--- config.mk ---
export PLATFORM = sky130hd
export DESIGN_NAME = next_fit_block_allocator_flat
export DESIGN_NICKNAME = d
export VERILOG_FILES = /design/src/design/nfba_pkg.sv /design/src/design/nfba_req_if.sv /design/src/design/nfba_rsp_if.sv /design/src/design/nfba_ram.sv /design/src/design/nfba_engine.sv /design/src/design/next_fit_block_allocator.sv /design/src/flat_wrapper.sv
export SDC_FILE = /design/constraint.sdc
export NUM_CORES = 1
export LEC_CHECK = 0
export ABC_AREA = 0
export BUFFER_PORTS_ARGS = -buffer_cell sky130_fd_sc_hd__buf_2
export CORE_UTILIZATION = 45
export CTS_CLUSTER_DIAMETER = 100
export DETAILED_ROUTE_END_ITERATION = 16
export PLACE_DENSITY = 0.66
export RECOVER_POWER = 100
export SETUP_SLACK_MARGIN = 0.15
export SLEW_MARGIN = 5
export SYNTH_ARGS = -nofsm -noshare
export SYNTH_HDL_FRONTEND = slang
export SYNTH_SLANG_ARGS = --single-unit
--- constraint.sdc ---
create_clock -name clock -period 5.3 [get_ports clock]
set_clock_uncertainty 0.15 [all_clocks]
set_input_delay 0.795 -clock clock [delete_from_list [all_inputs] [get_ports clock]]
set_output_delay 0.795 -clock clock [all_outputs]
set_load 0.01 [all_outputs]
--- src/design/nfba_pkg.sv ---
`timescale 1ns / 1ps

package nfba_pkg;

   // Field widths of the request and response beats.
   localparam int ACTION_W = 1;
   localparam int INDEX_W  = 4;
   localparam int AMOUNT_W = 16;
   localparam int COUNT_W  = 5;
   localparam int NUMBER_W = 16;

   // Action codes.
   localparam logic [ACTION_W-1:0] ACT_LOAD  = 1'b0;
   localparam logic [ACTION_W-1:0] ACT_ALLOC = 1'b1;

   localparam logic [COUNT_W-1:0] BLOCK_COUNT_RESET = 5'd16;

   typedef enum logic [1:0] {
      ST_IDLE,
      ST_SCAN,
      ST_DONE
   } state_type;

   typedef struct packed {
      logic                valid;
      logic                granted;
      logic [INDEX_W-1:0]  granted_block;
      logic [NUMBER_W-1:0] request_number;
   } result_type;

endpackage

--- src/design/nfba_req_if.sv ---
`timescale 1ns / 1ps

interface nfba_req_if;
   logic                          valid;
   logic                          ready;
   logic [nfba_pkg::ACTION_W-1:0] action;
   logic [nfba_pkg::INDEX_W-1:0]  block_index;
   logic [nfba_pkg::AMOUNT_W-1:0] amount;

   modport source (output valid, action, block_index, amount, input ready);
   modport sink   (input valid, action, block_index, amount, output ready);
endinterface

--- src/design/nfba_rsp_if.sv ---
`timescale 1ns / 1ps

interface nfba_rsp_if;
   logic                          valid;
   logic                          ready;
   logic                          granted;
   logic [nfba_pkg::INDEX_W-1:0]  granted_block;
   logic [nfba_pkg::NUMBER_W-1:0] request_number;

   modport source (output valid, granted, granted_block, request_number, input ready);
   modport sink   (input valid, granted, granted_block, request_number, output ready);
endinterface

--- src/design/nfba_ram.sv ---
`timescale 1ns / 1ps

module nfba_ram #(
   parameter int WIDTH = 16,
   parameter int DEPTH = 16
) (
   input  logic                     clock,
   input  logic                     wr_en,
   input  logic [$clog2(DEPTH)-1:0] wr_addr,
   input  logic [WIDTH-1:0]         wr_data,
   input  logic                     rd_en,
   input  logic [$clog2(DEPTH)-1:0] rd_addr,
   output logic [WIDTH-1:0]         rd_data
);

   logic [WIDTH-1:0] mem_ff [DEPTH];
   logic [WIDTH-1:0] rd_data_ff;

   always_ff @(posedge clock) begin
      if (wr_en) begin
         mem_ff[wr_addr] <= wr_data;
      end
      if (rd_en) begin
         rd_data_ff <= mem_ff[rd_addr];
      end
   end

   assign rd_data = rd_data_ff;

endmodule

--- src/design/nfba_engine.sv ---
`timescale 1ns / 1ps

module nfba_engine #(
   parameter int MAX_BLOCKS = 16,
   parameter int SIZE_BITS  = 16
) (
   input  logic                              clock,
   input  logic                              reset,
   nfba_req_if.sink                          req,
   input  logic [$clog2(MAX_BLOCKS+1)-1:0]   eff_count,
   input  logic                              res_ready,
   output nfba_pkg::result_type              res
);

   localparam int IDX_W = $clog2(MAX_BLOCKS);
   localparam int CNT_W = $clog2(MAX_BLOCKS + 1);

   nfba_pkg::state_type state_ff, state_in;

   logic [IDX_W-1:0]              rover_ff;
   logic [nfba_pkg::NUMBER_W-1:0] reqnum_ff;
   logic [IDX_W-1:0]              pos_ff;
   logic [IDX_W-1:0]              start_ff;
   logic [CNT_W-1:0]              k_ff;
   logic [SIZE_BITS-1:0]          amount_ff;
   logic                          granted_ff;
   logic [nfba_pkg::INDEX_W-1:0]  block_ff;

   logic                 accept, is_load, is_alloc, idx_ok;
   logic [SIZE_BITS-1:0] amount_sz;
   logic [IDX_W-1:0]     start_pos, pos_next;
   logic                 fits, last;

   logic                 wr_en, rd_en;
   logic [IDX_W-1:0]     wr_addr, rd_addr;
   logic [SIZE_BITS-1:0] wr_data, rd_data;

   assign accept    = req.valid && req.ready;
   assign is_load   = accept && (req.action == nfba_pkg::ACT_LOAD);
   assign is_alloc  = accept && (req.action == nfba_pkg::ACT_ALLOC);
   assign idx_ok    = 32'(req.block_index) < 32'(MAX_BLOCKS);
   assign amount_sz = SIZE_BITS'(req.amount);

   // Restart from block 0 when the count no longer covers the rover's block.
   assign start_pos = (CNT_W'(rover_ff) < eff_count) ? rover_ff : '0;
   assign pos_next  = ((CNT_W'(pos_ff) + CNT_W'(1)) == eff_count) ? '0
                                                                 : pos_ff + IDX_W'(1);
   assign fits      = rd_data >= amount_ff;
   assign last      = (k_ff + CNT_W'(1)) == eff_count;

   nfba_ram #(
      .WIDTH (SIZE_BITS),
      .DEPTH (MAX_BLOCKS)
   ) u_ram (
      .clock   (clock),
      .wr_en   (wr_en),
      .wr_addr (wr_addr),
      .wr_data (wr_data),
      .rd_en   (rd_en),
      .rd_addr (rd_addr),
      .rd_data (rd_data)
   );

   always_comb begin
      state_in = state_ff;
      unique case (state_ff)
         nfba_pkg::ST_IDLE: begin
            if (is_alloc) begin
               state_in = nfba_pkg::ST_SCAN;
            end
         end
         nfba_pkg::ST_SCAN: begin
            if (fits || last) begin
               state_in = nfba_pkg::ST_DONE;
            end
         end
         nfba_pkg::ST_DONE: begin
            if (res_ready) begin
               state_in = nfba_pkg::ST_IDLE;
            end
         end
         default: state_in = nfba_pkg::ST_IDLE;
      endcase
   end

   always_comb begin
      req.ready = 1'b0;
      wr_en     = 1'b0;
      wr_addr   = pos_ff;
      wr_data   = rd_data - amount_ff;
      rd_en     = 1'b0;
      rd_addr   = pos_next;
      unique case (state_ff)
         nfba_pkg::ST_IDLE: begin
            req.ready = 1'b1;
            wr_en     = is_load && idx_ok;
            wr_addr   = IDX_W'(req.block_index);
            wr_data   = amount_sz;
            rd_en     = is_alloc;
            rd_addr   = start_pos;
         end
         nfba_pkg::ST_SCAN: begin
            // Write back on a hit, otherwise fetch the next block unless this was the last.
            wr_en = fits;
            rd_en = !fits && !last;
         end
         nfba_pkg::ST_DONE: begin
            req.ready = 1'b0;
         end
         default: begin
            req.ready = 1'b0;
         end
      endcase
   end

   assign res.valid          = (state_ff == nfba_pkg::ST_DONE);
   assign res.granted        = granted_ff;
   assign res.granted_block  = block_ff;
   assign res.request_number = reqnum_ff;

   always_ff @(posedge clock) begin
      if (reset) begin
         state_ff  <= nfba_pkg::ST_IDLE;
         rover_ff  <= '0;
         reqnum_ff <= '0;
      end else begin
         state_ff <= state_in;
         if (is_alloc) begin
            reqnum_ff <= reqnum_ff + nfba_pkg::NUMBER_W'(1);
         end
         if (state_ff == nfba_pkg::ST_SCAN) begin
            if (fits) begin
               rover_ff <= pos_ff;
            end else if (last) begin
               rover_ff <= start_ff;
            end
         end
      end
   end

   always_ff @(posedge clock) begin
      if (is_alloc) begin
         amount_ff <= amount_sz;
         pos_ff    <= start_pos;
         start_ff  <= start_pos;
         k_ff      <= '0;
      end else if (state_ff == nfba_pkg::ST_SCAN) begin
         if (fits) begin
            granted_ff <= 1'b1;
            block_ff   <= nfba_pkg::INDEX_W'(pos_ff);
         end else if (last) begin
            granted_ff <= 1'b0;
            block_ff   <= '0;
         end else begin
            pos_ff <= pos_next;
            k_ff   <= k_ff + CNT_W'(1);
         end
      end
   end

endmodule

--- src/design/next_fit_block_allocator.sv ---
// Next-fit block allocator. A load beat writes one block's free size into the
// table and returns nothing. An allocate beat scans the table from the rover,
// wrapping at the block count, one table read per cycle, grants the first block
// with enough room, reduces it by the request and parks the rover there; on a
// miss the rover returns to the block the scan started from. Every allocate beat
// returns one response beat with its sequence number. An allocate first issues
// the read of its start block, then examines the blocks in turn (at most the
// block count) through the table's registered read port, and then hands the
// result to the output register once that can take it. The table needs no clearing
// after reset; only loaded blocks may be allocated from. Write the block count only while idle.
`timescale 1ns / 1ps

module next_fit_block_allocator #(
   parameter int MAX_BLOCKS = 16,
   parameter int SIZE_BITS  = 16
) (
   input  logic                          clock,
   input  logic                          reset,
   nfba_req_if.sink                      req_chan,
   nfba_rsp_if.source                    rsp_chan,
   input  logic                          csr_we,
   input  logic [nfba_pkg::COUNT_W-1:0]  csr_wdata
);

   localparam int CNT_W = $clog2(MAX_BLOCKS + 1);

   logic [nfba_pkg::COUNT_W-1:0]  csr_count_ff;
   logic [CNT_W-1:0]              eff_count;

   nfba_pkg::result_type          res;
   logic                          res_ready;
   logic                          rsp_valid_ff;
   logic                          rsp_granted_ff;
   logic [nfba_pkg::INDEX_W-1:0]  rsp_block_ff;
   logic [nfba_pkg::NUMBER_W-1:0] rsp_number_ff;

   // Hold the block count register.
   always_ff @(posedge clock) begin
      if (reset) begin
         csr_count_ff <= nfba_pkg::BLOCK_COUNT_RESET;
      end else if (csr_we) begin
         csr_count_ff <= csr_wdata;
      end
   end

   // Clamp the count: zero acts as one, anything past the table as the table size.
   always_comb begin
      if (32'(csr_count_ff) > 32'(MAX_BLOCKS)) begin
         eff_count = CNT_W'(MAX_BLOCKS);
      end else if (csr_count_ff == '0) begin
         eff_count = CNT_W'(1);
      end else begin
         eff_count = CNT_W'(csr_count_ff);
      end
   end

   nfba_engine #(
      .MAX_BLOCKS (MAX_BLOCKS),
      .SIZE_BITS  (SIZE_BITS)
   ) u_engine (
      .clock     (clock),
      .reset     (reset),
      .req       (req_chan),
      .eff_count (eff_count),
      .res_ready (res_ready),
      .res       (res)
   );

   // Output register: take a new result when empty or draining this cycle.
   assign res_ready = !rsp_valid_ff || rsp_chan.ready;

   always_ff @(posedge clock) begin
      if (reset) begin
         rsp_valid_ff <= 1'b0;
      end else if (res_ready) begin
         rsp_valid_ff <= res.valid;
      end
   end

   always_ff @(posedge clock) begin
      if (res_ready && res.valid) begin
         rsp_granted_ff <= res.granted;
         rsp_block_ff   <= res.granted_block;
         rsp_number_ff  <= res.request_number;
      end
   end

   assign rsp_chan.valid          = rsp_valid_ff;
   assign rsp_chan.granted        = rsp_granted_ff;
   assign rsp_chan.granted_block  = rsp_block_ff;
   assign rsp_chan.request_number = rsp_number_ff;

endmodule

--- src/flat_wrapper.sv ---
// flat-port wrapper written by rule: the top's interface ports become plain ports
module next_fit_block_allocator_flat 
#(
   parameter int MAX_BLOCKS = 16,
   parameter int SIZE_BITS  = 16
)
  (clock, reset, csr_we, csr_wdata, req_chan_valid, req_chan_action, req_chan_block_index, req_chan_amount, req_chan_ready, rsp_chan_valid, rsp_chan_granted, rsp_chan_granted_block, rsp_chan_request_number, rsp_chan_ready);
  nfba_req_if req_chan_i ();
  nfba_rsp_if rsp_chan_i ();
  input  logic clock;
  input  logic reset;
  input  logic csr_we;
  input  logic [nfba_pkg::COUNT_W-1:0] csr_wdata;
  input wire logic [$bits(req_chan_i.valid)-1:0] req_chan_valid;
  input wire logic [$bits(req_chan_i.action)-1:0] req_chan_action;
  input wire logic [$bits(req_chan_i.block_index)-1:0] req_chan_block_index;
  input wire logic [$bits(req_chan_i.amount)-1:0] req_chan_amount;
  output wire logic [$bits(req_chan_i.ready)-1:0] req_chan_ready;
  output wire logic [$bits(rsp_chan_i.valid)-1:0] rsp_chan_valid;
  output wire logic [$bits(rsp_chan_i.granted)-1:0] rsp_chan_granted;
  output wire logic [$bits(rsp_chan_i.granted_block)-1:0] rsp_chan_granted_block;
  output wire logic [$bits(rsp_chan_i.request_number)-1:0] rsp_chan_request_number;
  input wire logic [$bits(rsp_chan_i.ready)-1:0] rsp_chan_ready;
  assign req_chan_i.valid = req_chan_valid;
  assign req_chan_i.action = req_chan_action;
  assign req_chan_i.block_index = req_chan_block_index;
  assign req_chan_i.amount = req_chan_amount;
  assign req_chan_ready = req_chan_i.ready;
  assign rsp_chan_valid = rsp_chan_i.valid;
  assign rsp_chan_granted = rsp_chan_i.granted;
  assign rsp_chan_granted_block = rsp_chan_i.granted_block;
  assign rsp_chan_request_number = rsp_chan_i.request_number;
  assign rsp_chan_i.ready = rsp_chan_ready;
  next_fit_block_allocator #(.MAX_BLOCKS(MAX_BLOCKS), .SIZE_BITS(SIZE_BITS)) u_core (.clock(clock), .reset(reset), .req_chan(req_chan_i), .rsp_chan(rsp_chan_i), .csr_we(csr_we), .csr_wdata(csr_wdata));
endmodule
Word level (Yosys, flattened, before mapping)
Memories as Yosys holds them, arrays and structs flattened. A register that Yosys moved wholly into a read port is not among the register bits.
Cells that the tools add are included.
{ "word_totals": {"ff_bits": 83, "latchBits": 0, "ramBits": 256, "rom_bits": 0, "mem_count": 1} }
{ "classes": {"n_addsub": 5, "multipliers": 0, "div": 0, "magnitude_cmp": 3, "eq_ne": 9, "shift": 0, "muxes": 25, "n_bitwise": 4, "n_reduce_logical": 19} }
{ "mem_list": {"columns": ["memory", "words", "width", "rd", "rd_ports_with_merged_regs", "wr", "line_no", "text"], "rows": [
  ["u_core.u_engine.u_ram.mem_ff", 16, 16, 1, 1, 1, "nfba_ram.sv:16", "logic [WIDTH-1:0] mem_ff [DEPTH];"]
]} }
{ "ops": {"columns": ["op", "count"], "rows": [
  ["$mux W4", 12],
  ["$add A16 B1 Y16 const B", 1],
  ["$ge A16 B16 Y1", 1],
  ["$mux W16", 1],
  ["$sub A16 B16 Y16", 1],
  ["$reduce_and A3 Y1", 4],
  ["$eq A5 B5 Y1", 2],
  ["$mux W5", 2],
  ["$ne A2 B2 Y1 const B", 5],
  ["$mux W2", 3],
  ["$pmux W2 S3", 1],
  ["$add A4 B1 Y5 const B", 1],
  ["$add A5 B1 Y5 const B", 1],
  ["$gt A5 B5 Y1 const B", 1],
  ["$logic_and A1 B1 Y1", 5],
  ["$logic_not A5 Y1", 1],
  ["$lt A4 B5 Y1", 1],
  ["$add A4 B1 Y4 const B", 1],
  ["$mux W1", 4],
  ["$not A1 Y1", 4],
  ["$pmux W1 S2", 2],
  ["$reduce_bool A2 Y1", 2],
  ["$logic_not A1 Y1", 3],
  ["$eq A2 B1 Y1 const B", 1],
  ["4 further kinds", 5]
]} }

Logic depth before layout (Yosys ltp)
Gate-level depths: netlist (run 1).
{ "logic_depth": {"depth_word": 9, "mapped_depth": 12, "mapped_depth_nobuf": 11} }

By module
From an unflattened synthesis (run 1), not the netlist that was laid out.
{ "hier_totals": {"cells_unflattened": 902, "hier_area_um2": 14841.7} }
{ "modules_own_cells": {"columns": ["mod", "instances", "cells_each", "area_per_inst_um2", "seq_area_each_um2"], "rows": [
  ["nfba_ram", 1, 432, 10202.3, 8167.8],
  ["nfba_engine", 1, 421, 3754.9, 1411.4],
  ["next_fit_block_allocator", 1, 49, 884.6, 750.7]
]} }

Least setup slack after synthesis (run 1)
No wires, ideal clock.
{ "synth_path": {"kind": "register to register", "from": "register u_core.u_engine.u_ram.rd_data_ff[9] (netlist: u_core.u_engine.u_ram.rd_data[9]) (read register of u_core.u_engine.u_ram.mem_ff)", "to": "register u_core.u_engine.u_ram.rd_data_ff[0] (netlist: u_core.u_engine.u_ram.rd_data[0]) (read register of u_core.u_engine.u_ram.mem_ff) (enable)", "setup_time_ns": 0.416, "t_arrival_ns": 3.350, "required_ns": 4.734, "path_slack_ns": 1.384, "path_stages_with_launch": 9, "n_path_buf": 0, "period_less_slack_ns": 3.916, "cell_sequence": "edfxtp_1 > ha_1 > a21o_1 > a21o_1 > a21o_1 > a21o_1 > a2111oi_2 > nor2_1 > o31ai_1"} }
{ "synth_between": {"elab_chain_len": 4} }
{ "synth_lines": {"columns": ["item", "line_no", "text"], "rows": [
  ["start: declaration", "nfba_ram.sv:17", "logic [WIDTH-1:0] rd_data_ff;"],
  ["$ge A16 B16 Y1", "nfba_engine.sv:48", "assign fits = rd_data >= amount_ff;"],
  ["$logic_not A1 Y1", "nfba_engine.sv:105", "rd_en = !fits && !last;"],
  ["$logic_and A1 B1 Y1", "nfba_engine.sv:105", null],
  ["$pmux W1 S2", "nfba_engine.sv:93", "unique case (state_ff)"],
  ["net u_core.u_engine.rd_en", "nfba_engine.sv:34", "logic wr_en, rd_en;"]
]} }
The timed path passes the listed nets, and every way through them passes these cells.
A chain may end at the register's enable or synchronous reset.

Final worst setup path (run 1)
{ "layout_path": {"from": "register u_core.u_engine.amount_ff[0]", "to": "memory u_core.u_engine.u_ram.mem_ff[13][0] (enable)"} }
{ "layout_between": {"elab_chain_len": 4} }
{ "layout_lines": {"columns": ["item", "line_no", "text"], "rows": [
  ["start: declaration", "nfba_engine.sv:25", "logic [SIZE_BITS-1:0] amount_ff;"],
  ["start signal: assignment", "nfba_engine.sv:143", "amount_ff <= amount_sz;"],
  ["$ge A16 B16 Y1", "nfba_engine.sv:48", null],
  ["$pmux W1 S2", "nfba_engine.sv:93", null],
  ["$mux W1", "nfba_ram.sv:20", "if (wr_en) begin"],
  ["$mux W1 (not written as such)", "nfba_ram.sv:21", "mem_ff[wr_addr] <= wr_data;"],
  ["end: declaration", "nfba_ram.sv:16", null]
]} }
Every way passes these cells.

==> results of run 1 <==
## layout by cell type (no fill, tap or decap), types with 33 or more instances in the layout
cell type	n
inv_1	36
clkbuf_16	38
a211oi_1	33
mux2i_1	73
nor2_1	54
clkbuf_1	63
nand2_1	69
edfxtp_1	322
and3_1	39
nand3_1	41
dfxtp_1	33
## final cells by class
cell class	instances	share of cell area, %
Clock inverter	27	1.387
Sequential cell	355	59.94
Tap cell	448	3.253
Timing Repair Buffer	91	2.541
Inverter	37	0.8059
Clock buffer	41	5.583
Multi-Input combinational cell	646	26.49
## where the power goes
part | switching [mW] | total, mW | internal (mW)
combinational | 0.832 | 1.26 | 0.425
clock | 1.05 | 2.53 | 1.47
sequential | 0.0772 | 3.37 | 3.29
## kinds of logic after synthesis
group | Yosys count | synth area share, %
buffers and inverters | 93 | 2.729
adders and majority gates | 23 | 1.934
muxes | 75 | 4.934
AOI/OAI and AO/OA | 219 | 10.90
DFF | 355 | 67.66
xor gates and xnor gates | 29 | 1.836
and+or+nand+nor | 300 | 10.01
## worst max-delay path, stage by stage (launching register included)
cell and delay (ns):
edfxtp_1 0.37, ha_1 0.24, fa_1 0.47, nor2b_1 0.12, o21ai_0 0.12, a21o_1 0.22
a31oi_1 0.26, a2111oi_2 0.13, o32ai_1 0.76, nand2_1 0.28, nor2_1 1.16
## sequential cells by signal (all words and copies together), names as in the netlist
| register | count |
|---|---|
| u_core.u_engine.pos_ff | 4 |
| u_core.u_engine.reqnum_ff | 16 |
| u_core.csr_count_ff | 5 |
| u_core.u_engine.granted_ff | 1 |
| u_core.u_engine.start_ff | 4 |
| u_core.u_engine.amount_ff | 16 |
| u_core.u_engine.u_ram.rd_data | 16 |
| u_core.rsp_chan.granted | 1 |
| u_core.rsp_chan.valid | 1 |
| u_core.u_engine.state_ff | 2 |
| u_core.rsp_chan.granted_block | 4 |
| u_core.u_engine.rover_ff | 4 |
| u_core.rsp_chan.request_number | 16 |
| u_core.u_engine.block_ff | 4 |
| u_core.u_engine.u_ram.mem_ff | 256 |
| u_core.u_engine.k_ff | 5 |
## how the worst max path moves through the flow
stage | endpoint | start | slack [ns]
floorplan | u_core.u_engine.u_ram.rd_data[0] | u_core.u_engine.u_ram.rd_data[9] | 1.38
global placement | u_core.u_engine.u_ram.mem_ff[13][7] | u_core.u_engine.amount_ff[0] | 1.09
detailed placement | u_core.u_engine.u_ram.mem_ff[15][11] | u_core.u_engine.amount_ff[0] | 0.98
CTS | u_core.u_engine.u_ram.mem_ff[15][14] | u_core.u_engine.amount_ff[0] | 0.96
global route | u_core.u_engine.u_ram.mem_ff[14][1] | u_core.u_engine.amount_ff[0] | 0.39
finish | u_core.u_engine.u_ram.mem_ff[13][0] | u_core.u_engine.amount_ff[0] | 0.61
## layer usage
metal / track usage, % / part of all wire (%)
met1: 28.87 / 44
met5: 0 / 0
met4: 8.098 / 3.5
met2: 32.27 / 46
met3: 3.232 / 6.9
## metrics by stage
step / worst slack [ns] / hold WS [ns] / util, %
after global placement: 1.088 / 0.2532 / 48.45
after floorplan: 1.384 / 0.2503 / -
after detailed placement: 0.9756 / 0.2647 / 48.45
after CTS: 0.9594 / 0.2789 / 52.04
after global routing: 0.3949 / 0.2812 / 51.52
final: 0.6062 / 0.2772 / 51.52
==> metrics.txt, run 1 <==
status=finished, violations left; failing checks=capacitance limit, slew limit; CTS Hold Bufs=0; worst hold endpoint=u_core.rsp_chan.granted_block[0]; register-to-register setup slack=0.61 ns; post-synth top area share=63.33%; H-tree depth=2; Worst R2R End=u_core.u_engine.u_ram.mem_ff[13][0]; Slew Limit Fails=22; # fillers=2789; #FFs+latches synth=355; TritonCTS clock tree=yes; Inserted Diodes=0; final worst path period need=4.694 ns; synth top area cells=edfxtp_1 63%, mux2i_1 4.8%, dfxtp_1 4.3%; area grow syn2layout=12.88%; crit start category=flip-flop; Resize count post-CTS=0; Overflow after GRT=0; Rows=67; Max Cap Viol=1; post-synthesis cell type count=80; Area after DPL=16210 sq um; core box area=33450 sq um; WL per Instance=21.35 um; Post-Syn Instances=1094; fin crit share=88.56%; largest net degree at the start of global routing=63; Initial Util=45.64%; Post-synth top flop=edfxtp_1; wirelength, routed=35130 um; Post-CTS Setup Bufs=0; register area=10330 sq um; Hold Crit Depth=0; detail-routed via count per cell=5.760; post-route ant nets=0; top fanout value on the critical path=16; Total Nets Final=1222; IR drop worst, VDD=0.2560 mV; Worst Max-Slew Pin Slew=1.686 ns; top cells by count, synth=322 x edfxtp_1, 73 x mux2i_1, 69 x nand2_1; Root Driver=clkbuf_16; CTS clk-pin slew, worst paths=0.06 ns; total power=7.150 mW; residual DRC count=0; synthesized area=15270 sq um; placed insts=1577; pwr dens=414.9 nW/um^2; Layout Cells excl Fill=1645; CP Capture Type=flip-flop; Worst-Skew Late Latency=0.53 ns; Final Hold Violating Endpoints=0; Die ar.=34670 sq um; hold_sp=u_core.u_engine.block_ff[0]; die width=186.2 um; Async S/R FF share, synth=0%; number of synthesized flops with an enable pin=322; HPWL after DPL=23000 um; YS warnings=0; Ports=54; design area=17230 sq um; largest area contributor in the synthesized netlist=edfxtp_1; P_leak=5.749 nW; setup TNS=0 ns; Die H=186.2 um; top-count cell post-synth=edfxtp_1; first-pass GRT wire length=53390 um; initial antenna violation count=1; Max Clk Rate=213.0 MHz; global placer's final weighted congestion=0.8958; port bufs=53; vias post-DR=9475; WP data arrival=4.66 ns; RSZ-0062 raised after global routing=no; reg2reg start=u_core.u_engine.amount_ff[0]; R2R cell count=10; Setup CP Type=flip-flop to flip-flop; 1st-iter DRT viols=814; post-synthesis sequential area ratio=67.66%; post-synthesis area per instance=13.96 sq um; syn nets=1148; Slew headroom=-12.63%; first drt pass iteration count=5; required time of the critical path=5.27 ns; Min-Delay Path Class=flip-flop to flip-flop; clk sinks=355; clock buffer count from CTS=37; maximum root-to-sink buffer count=3; footprint of the multi-input gates=4566 sq um; vias in the first global route=9237; share of layout cells above drive strength 1=10.44%; Final setup viols=0; Tot GR Track Use=20.61%
No activity file was read; power rests on OpenSTA's default activity.
==> run 2: changes to the inputs <==
--- a/config.mk
+++ b/config.mk
@@ -7,10 +7,10 @@
 export LEC_CHECK = 0
 export ABC_AREA = 0
 export BUFFER_PORTS_ARGS = -buffer_cell sky130_fd_sc_hd__buf_2
-export CORE_UTILIZATION = 45
+export CORE_UTILIZATION = 48
 export CTS_CLUSTER_DIAMETER = 100
 export DETAILED_ROUTE_END_ITERATION = 16
-export PLACE_DENSITY = 0.66
+export PLACE_DENSITY = 0.69
 export RECOVER_POWER = 100
 export SETUP_SLACK_MARGIN = 0.15
 export SLEW_MARGIN = 5
==> metrics.txt, run 2 (synthesis gave the netlist of run 1 again) <==
R2R cell count=11; Layout Cells excl Fill=1594; H-tree depth=2; first-pass GRT wire length=51650 um; RSZ-0062 raised after global routing=no; Die ar.=32520 sq um; Max Clk Rate=218.8 MHz; Largest Register=u_core.u_engine.u_ram.mem_ff; Die H=180.3 um; pwr dens=410.8 nW/um^2; Net Sw Frac=27.37%; Rows=64; Sw Pwr=1.917 mW; setup TNS=0 ns; global placer's final weighted congestion=0.8734; footprint of the multi-input gates=4537 sq um; internal power=5.087 mW; CP Capture Type=flip-flop; Initial Util=49.39%; Inserted Diodes=0; reg2reg start=u_core.csr_count_ff[4]; Total Nets Final=1223; Root Driver=clkbuf_16; first drt pass iteration count=5; core box area=30910 sq um; failing checks=capacitance limit, slew limit; Final Hold Violating Endpoints=0; Worst-Skew Late Latency=0.53 ns; Flop pwr share=48.1%; Ports=54; die width=180.3 um; commonest non-fill, non-tap cell in the layout=edfxtp_1; clock power share=34.5%; share of layout cells above drive strength 1=8.598%; required time of the critical path=5.39 ns; Overflow after GRT=0; CTS clk-pin slew, worst paths=0.06 ns; Post-CTS Setup Bufs=0; top fanout value on the critical path=17; # fillers=2485; post-route ant nets=0; P_leak=5.684 nW; crit start category=flip-flop; Worst Max-Slew Pin Slew=1.722 ns; final hold slack=0.2705 ns; wirelength, routed=33260 um; Slew headroom=-15.03%; vias in the first global route=8938; register-to-register setup slack=0.73 ns; port bufs=53; largest net degree at the start of global routing=63; status=finished, violations left; Final setup viols=0; crit path from=u_core.csr_count_ff[4]; residual DRC count=0; crit path to=u_core.u_engine.u_ram.rd_data[14]; HPWL after DPL=21100 um; Max Cap Viol=2; final worst path period need=4.570 ns; commonest cells after routing, fill and taps aside=322 x edfxtp_1, 75 x clkbuf_1, 73 x mux2i_1; WP data arrival=4.66 ns; CTS Hold Bufs=0; Slew Limit Fails=55; maximum root-to-sink buffer count=3; fin crit share=86.22%; combinational power share=17.5%; clk sinks=355; area grow syn2layout=11.67%; placed insts=1526; TritonCTS clock tree=yes; initial antenna violation count=1; clock buffer count from CTS=37; detail-routed via count per cell=5.889; vias post-DR=9387; WL per Instance=20.87 um; 1st-iter DRT viols=884; Min-Delay Path Class=flip-flop to flip-flop; Worst R2R End=u_core.u_engine.u_ram.rd_data[14]; Tot GR Track Use=20.55%; Largest register FFs=256; Resize count post-CTS=0; IR drop worst, VDD=0.2521 mV; Setup CP Type=flip-flop to flip-flop; register area=10330 sq um
==> run 2: cell count changes in the layout (fill, tap and decap cells not counted), moves of 2 or more <==
cell       previous run  this run
nor2_1               54        64
clkbuf_1             63        75
buf_2                16        21
bufinv_16             3         1
clkinv_2              9         2
clkinv_1              7         9
clkbuf_2              2         0
clkbuf_8              0         2
clkinv_8              0         2
buf_4                11         6
nor2_2               10         0
==> run 2: worst max-delay path: stages, from the launching register on <==
cell       delay [ns]
dfxtp_1          0.46
nand2b_1         0.27
ha_1             0.32
inv_1            0.03
o311ai_0         0.59
a211oi_4         0.20
o21ai_0          0.39
clkinv_1         0.17
a32oi_2          0.92
o2bb2ai_1        0.17
a2111oi_0        0.45
a22oi_1          0.16
==> run 2: through the flow <==
step / setup slack [ns] / total power, mW / cell area [sq um] / util (%)
finish: 0.7303 / 7.004 / 17050 / 55.16
global route: 0.4360 / 7.282 / 17050 / 55.16
CTS: 1.059 / 7.058 / 17220 / 55.72
detailed placement: 1.091 / 4.662 / 16080 / 52.04
global placement: 1.131 / 4.636 / 16080 / 52.04
floorplan: 1.384 / 4.292 / 15270 / -
==> run 2: metal layers <==
| layer | GRT usage (%) | vias up | share of wire, % |
|---|---|---|---|
| met5 | 0 | - | 0 |
| met4 | 5.880 | 0 | 2.0 |
| met3 | 3.517 | 52 | 7.2 |
| met2 | 31.80 | 328 | 46 |
| met1 | 29.90 | 4599 | 45 |
| li1 | - | 4408 | - |
==> run 2: how the worst min path moves through the flow <==
stage / cells past startpoint / end / start
2_1_floorplan: 0 / u_core.rsp_chan.granted / u_core.u_engine.granted_ff
3_3_place_gp: 0 / u_core.rsp_chan.granted_block[0] / u_core.u_engine.block_ff[0]
3_5_place_dp: 0 / u_core.rsp_chan.granted_block[0] / u_core.u_engine.block_ff[0]
4_1_cts: 0 / u_core.rsp_chan.granted_block[0] / u_core.u_engine.block_ff[0]
5_1_grt: 0 / u_core.rsp_chan.granted_block[0] / u_core.u_engine.block_ff[0]
6_report: 0 / u_core.rsp_chan.granted_block[0] / u_core.u_engine.block_ff[0]
==> run 2: power by group through the flow <==
stage | clock network (mW) | logic (mW) | registers (mW)
final | 2.41 | 1.22 | 3.37
after global routing | 2.56 | 1.35 | 3.37
after CTS | 2.45 | 1.25 | 3.36
after detailed placement | 0 | 1.25 | 3.42
after global placement | 0 | 1.22 | 3.41
after floorplan | 0 | 0.912 | 3.38
==> run 2: area by class of cell <==
cell class	instances	area share (%)
Clock inverter	18	0.8366
Clock buffer	50	5.834
Timing Repair Buffer	92	2.407
Inverter	37	0.8146
Sequential cell	355	60.59
Multi-Input combinational cell	646	26.61
Tap cell	396	2.906
==> run 3: changes to the inputs <==
--- a/config.mk
+++ b/config.mk
@@ -9,9 +9,10 @@
 export BUFFER_PORTS_ARGS = -buffer_cell sky130_fd_sc_hd__buf_2
 export CORE_UTILIZATION = 48
 export CTS_CLUSTER_DIAMETER = 100
+export CTS_CLUSTER_SIZE = 24
 export DETAILED_ROUTE_END_ITERATION = 16
 export PLACE_DENSITY = 0.69
-export RECOVER_POWER = 100
+export RECOVER_POWER = 25
 export SETUP_SLACK_MARGIN = 0.15
 export SLEW_MARGIN = 5
 export SYNTH_ARGS = -nofsm -noshare
==> metrics.txt, run 3 (synthesis gave the netlist of run 1 again) <==
first-pass GRT wire length=51050 um; TritonCTS clock tree=yes; Tot GR Track Use=20.23%; Inserted Diodes=0; design area=16520 sq um; CTS Hold Bufs=0; fin util=53.44%; vias post-DR=9242; Post-CTS Setup Bufs=0; total power=6.070 mW; Rows=64; crit start category=flip-flop; commonest non-fill, non-tap cell in the layout=edfxtp_1; H-tree depth=1; clock buffer count from CTS=18; HPWL after DPL=21100 um; Min-Delay Path Class=flip-flop to flip-flop; Die ar.=32520 sq um; global placer's final weighted congestion=0.8734; met3 WL post-DR=2496 um; Die H=180.3 um; setup ws final=0.7735 ns; failing checks=capacitance limit, slew limit; first drt pass iteration count=5; Setup CP Type=flip-flop to flip-flop; CTS clk-pin slew, worst paths=0.09 ns; placed insts=1526; Largest register FFs=256; initial antenna violation count=1; WP buf/inv=2; Total Nets Final=1204; Max Clk Rate=220.9 MHz; largest net degree at the start of global routing=63; core box area=30910 sq um; Slowest-stage cell, CP=a32oi_2; Area after DPL=16080 sq um; Highest Signal Layer=met4; Final setup viols=0; Initial Util=49.39%; Largest Register=u_core.u_engine.u_ram.mem_ff; area grow syn2layout=8.204%; clk sinks=355; Worst Max-Slew Pin Slew=1.742 ns; top fanout value on the critical path=17; Slew Limit Fails=55; P_leak=5.503 nW; port bufs=53; met2 WL post-DR=15110 um; post-route ant nets=0; RSZ-0062 raised after global routing=no; CP peak stage delay=0.92 ns; final worst path period need=4.527 ns; CP Capture Type=flip-flop; Slew headroom=-16.38%; WL per Instance=21.20 um; residual DRC count=0; setup slack at placement=1.091 ns; status=finished, violations left; fin crit share=85.41%; required time of the critical path=5.39 ns; setup TNS=0 ns; vias in the first global route=8806; 1st-iter DRT viols=838; IR drop worst, VDD=0.1895 mV; Metal-1 WL=14690 um; Layout Cells excl Fill=1551; share of layout cells above drive strength 1=9.004%; pwr dens=367.5 nW/um^2; Ports=54; die width=180.3 um; commonest cells after routing, fill and taps aside=322 x edfxtp_1, 73 x mux2i_1, 69 x nand2_1; Max Cap Viol=2; Cell Chain, Critical Path=nand2b_1, ha_1, inv_1, o311ai_0, a211oi_4, o21ai_0, inv_2, a32oi_2, o311ai_0, a2111oi_0, a22oi_1; Worst-Skew Late Latency=0.52 ns; Overflow after GRT=0; detail-routed via count per cell=5.959; most used cell, CP=o311ai_0; Final Hold Violating Endpoints=0; WP data arrival=4.62 ns; maximum root-to-sink buffer count=3; Top delay family on crit path=compound AO/OA/AOI/OAI gates; Resize count post-CTS=0; wirelength, routed=32880 um; final hold slack=0.2761 ns; Root Driver=clkbuf_16
[run 3: path summary, 6_finish.rpt]
kind         cells past startpoint  slack [ns]                           endpoint                   startpoint
max                             11        0.77  u_core.u_engine.u_ram.rd_data[14]       u_core.csr_count_ff[4]
min                              0        0.28   u_core.rsp_chan.granted_block[0]  u_core.u_engine.block_ff[0]
max reg2reg                     11        0.77  u_core.u_engine.u_ram.rd_data[14]       u_core.csr_count_ff[4]
min reg2reg                      0        0.28   u_core.rsp_chan.granted_block[0]  u_core.u_engine.block_ff[0]
[run 3: cell type report]
cell class / count / area, sq um
fillers: 2500 / 14390
flip-flops and latches: 355 / 10330
multi-input cells: 646 / 4537
repair buffers: 92 / 516.7
well taps: 396 / 495.5
clock buffers: 24 / 494.2
inverters: 37 / 138.9
clock inverters: 1 / 7.507
[run 3: layer usage]
| layer | track usage (%) | up-vias |
|---|---|---|
| met3 | 2.829 | 38 |
| li1 | - | 4349 |
| met1 | 29.49 | 4499 |
| met4 | 5.026 | 0 |
| met5 | 0 | - |
| met2 | 32.08 | 356 |
[run 3: where the power goes]
group	total, mW	switching [mW]	internal (mW)
combinational	1.24	0.805	0.438
clock	1.47	0.813	0.659
sequential	3.36	0.0762	3.28
[run 3: worst register-to-register path: stages (launching register included)]
cell and delay, ns:
dfxtp_1 0.47, nand2b_1 0.27, ha_1 0.32, inv_1 0.03, o311ai_0 0.54, a211oi_4 0.19, o21ai_0 0.43, inv_2 0.08
a32oi_2 0.92, o311ai_0 0.28, a2111oi_0 0.41, a22oi_1 0.18
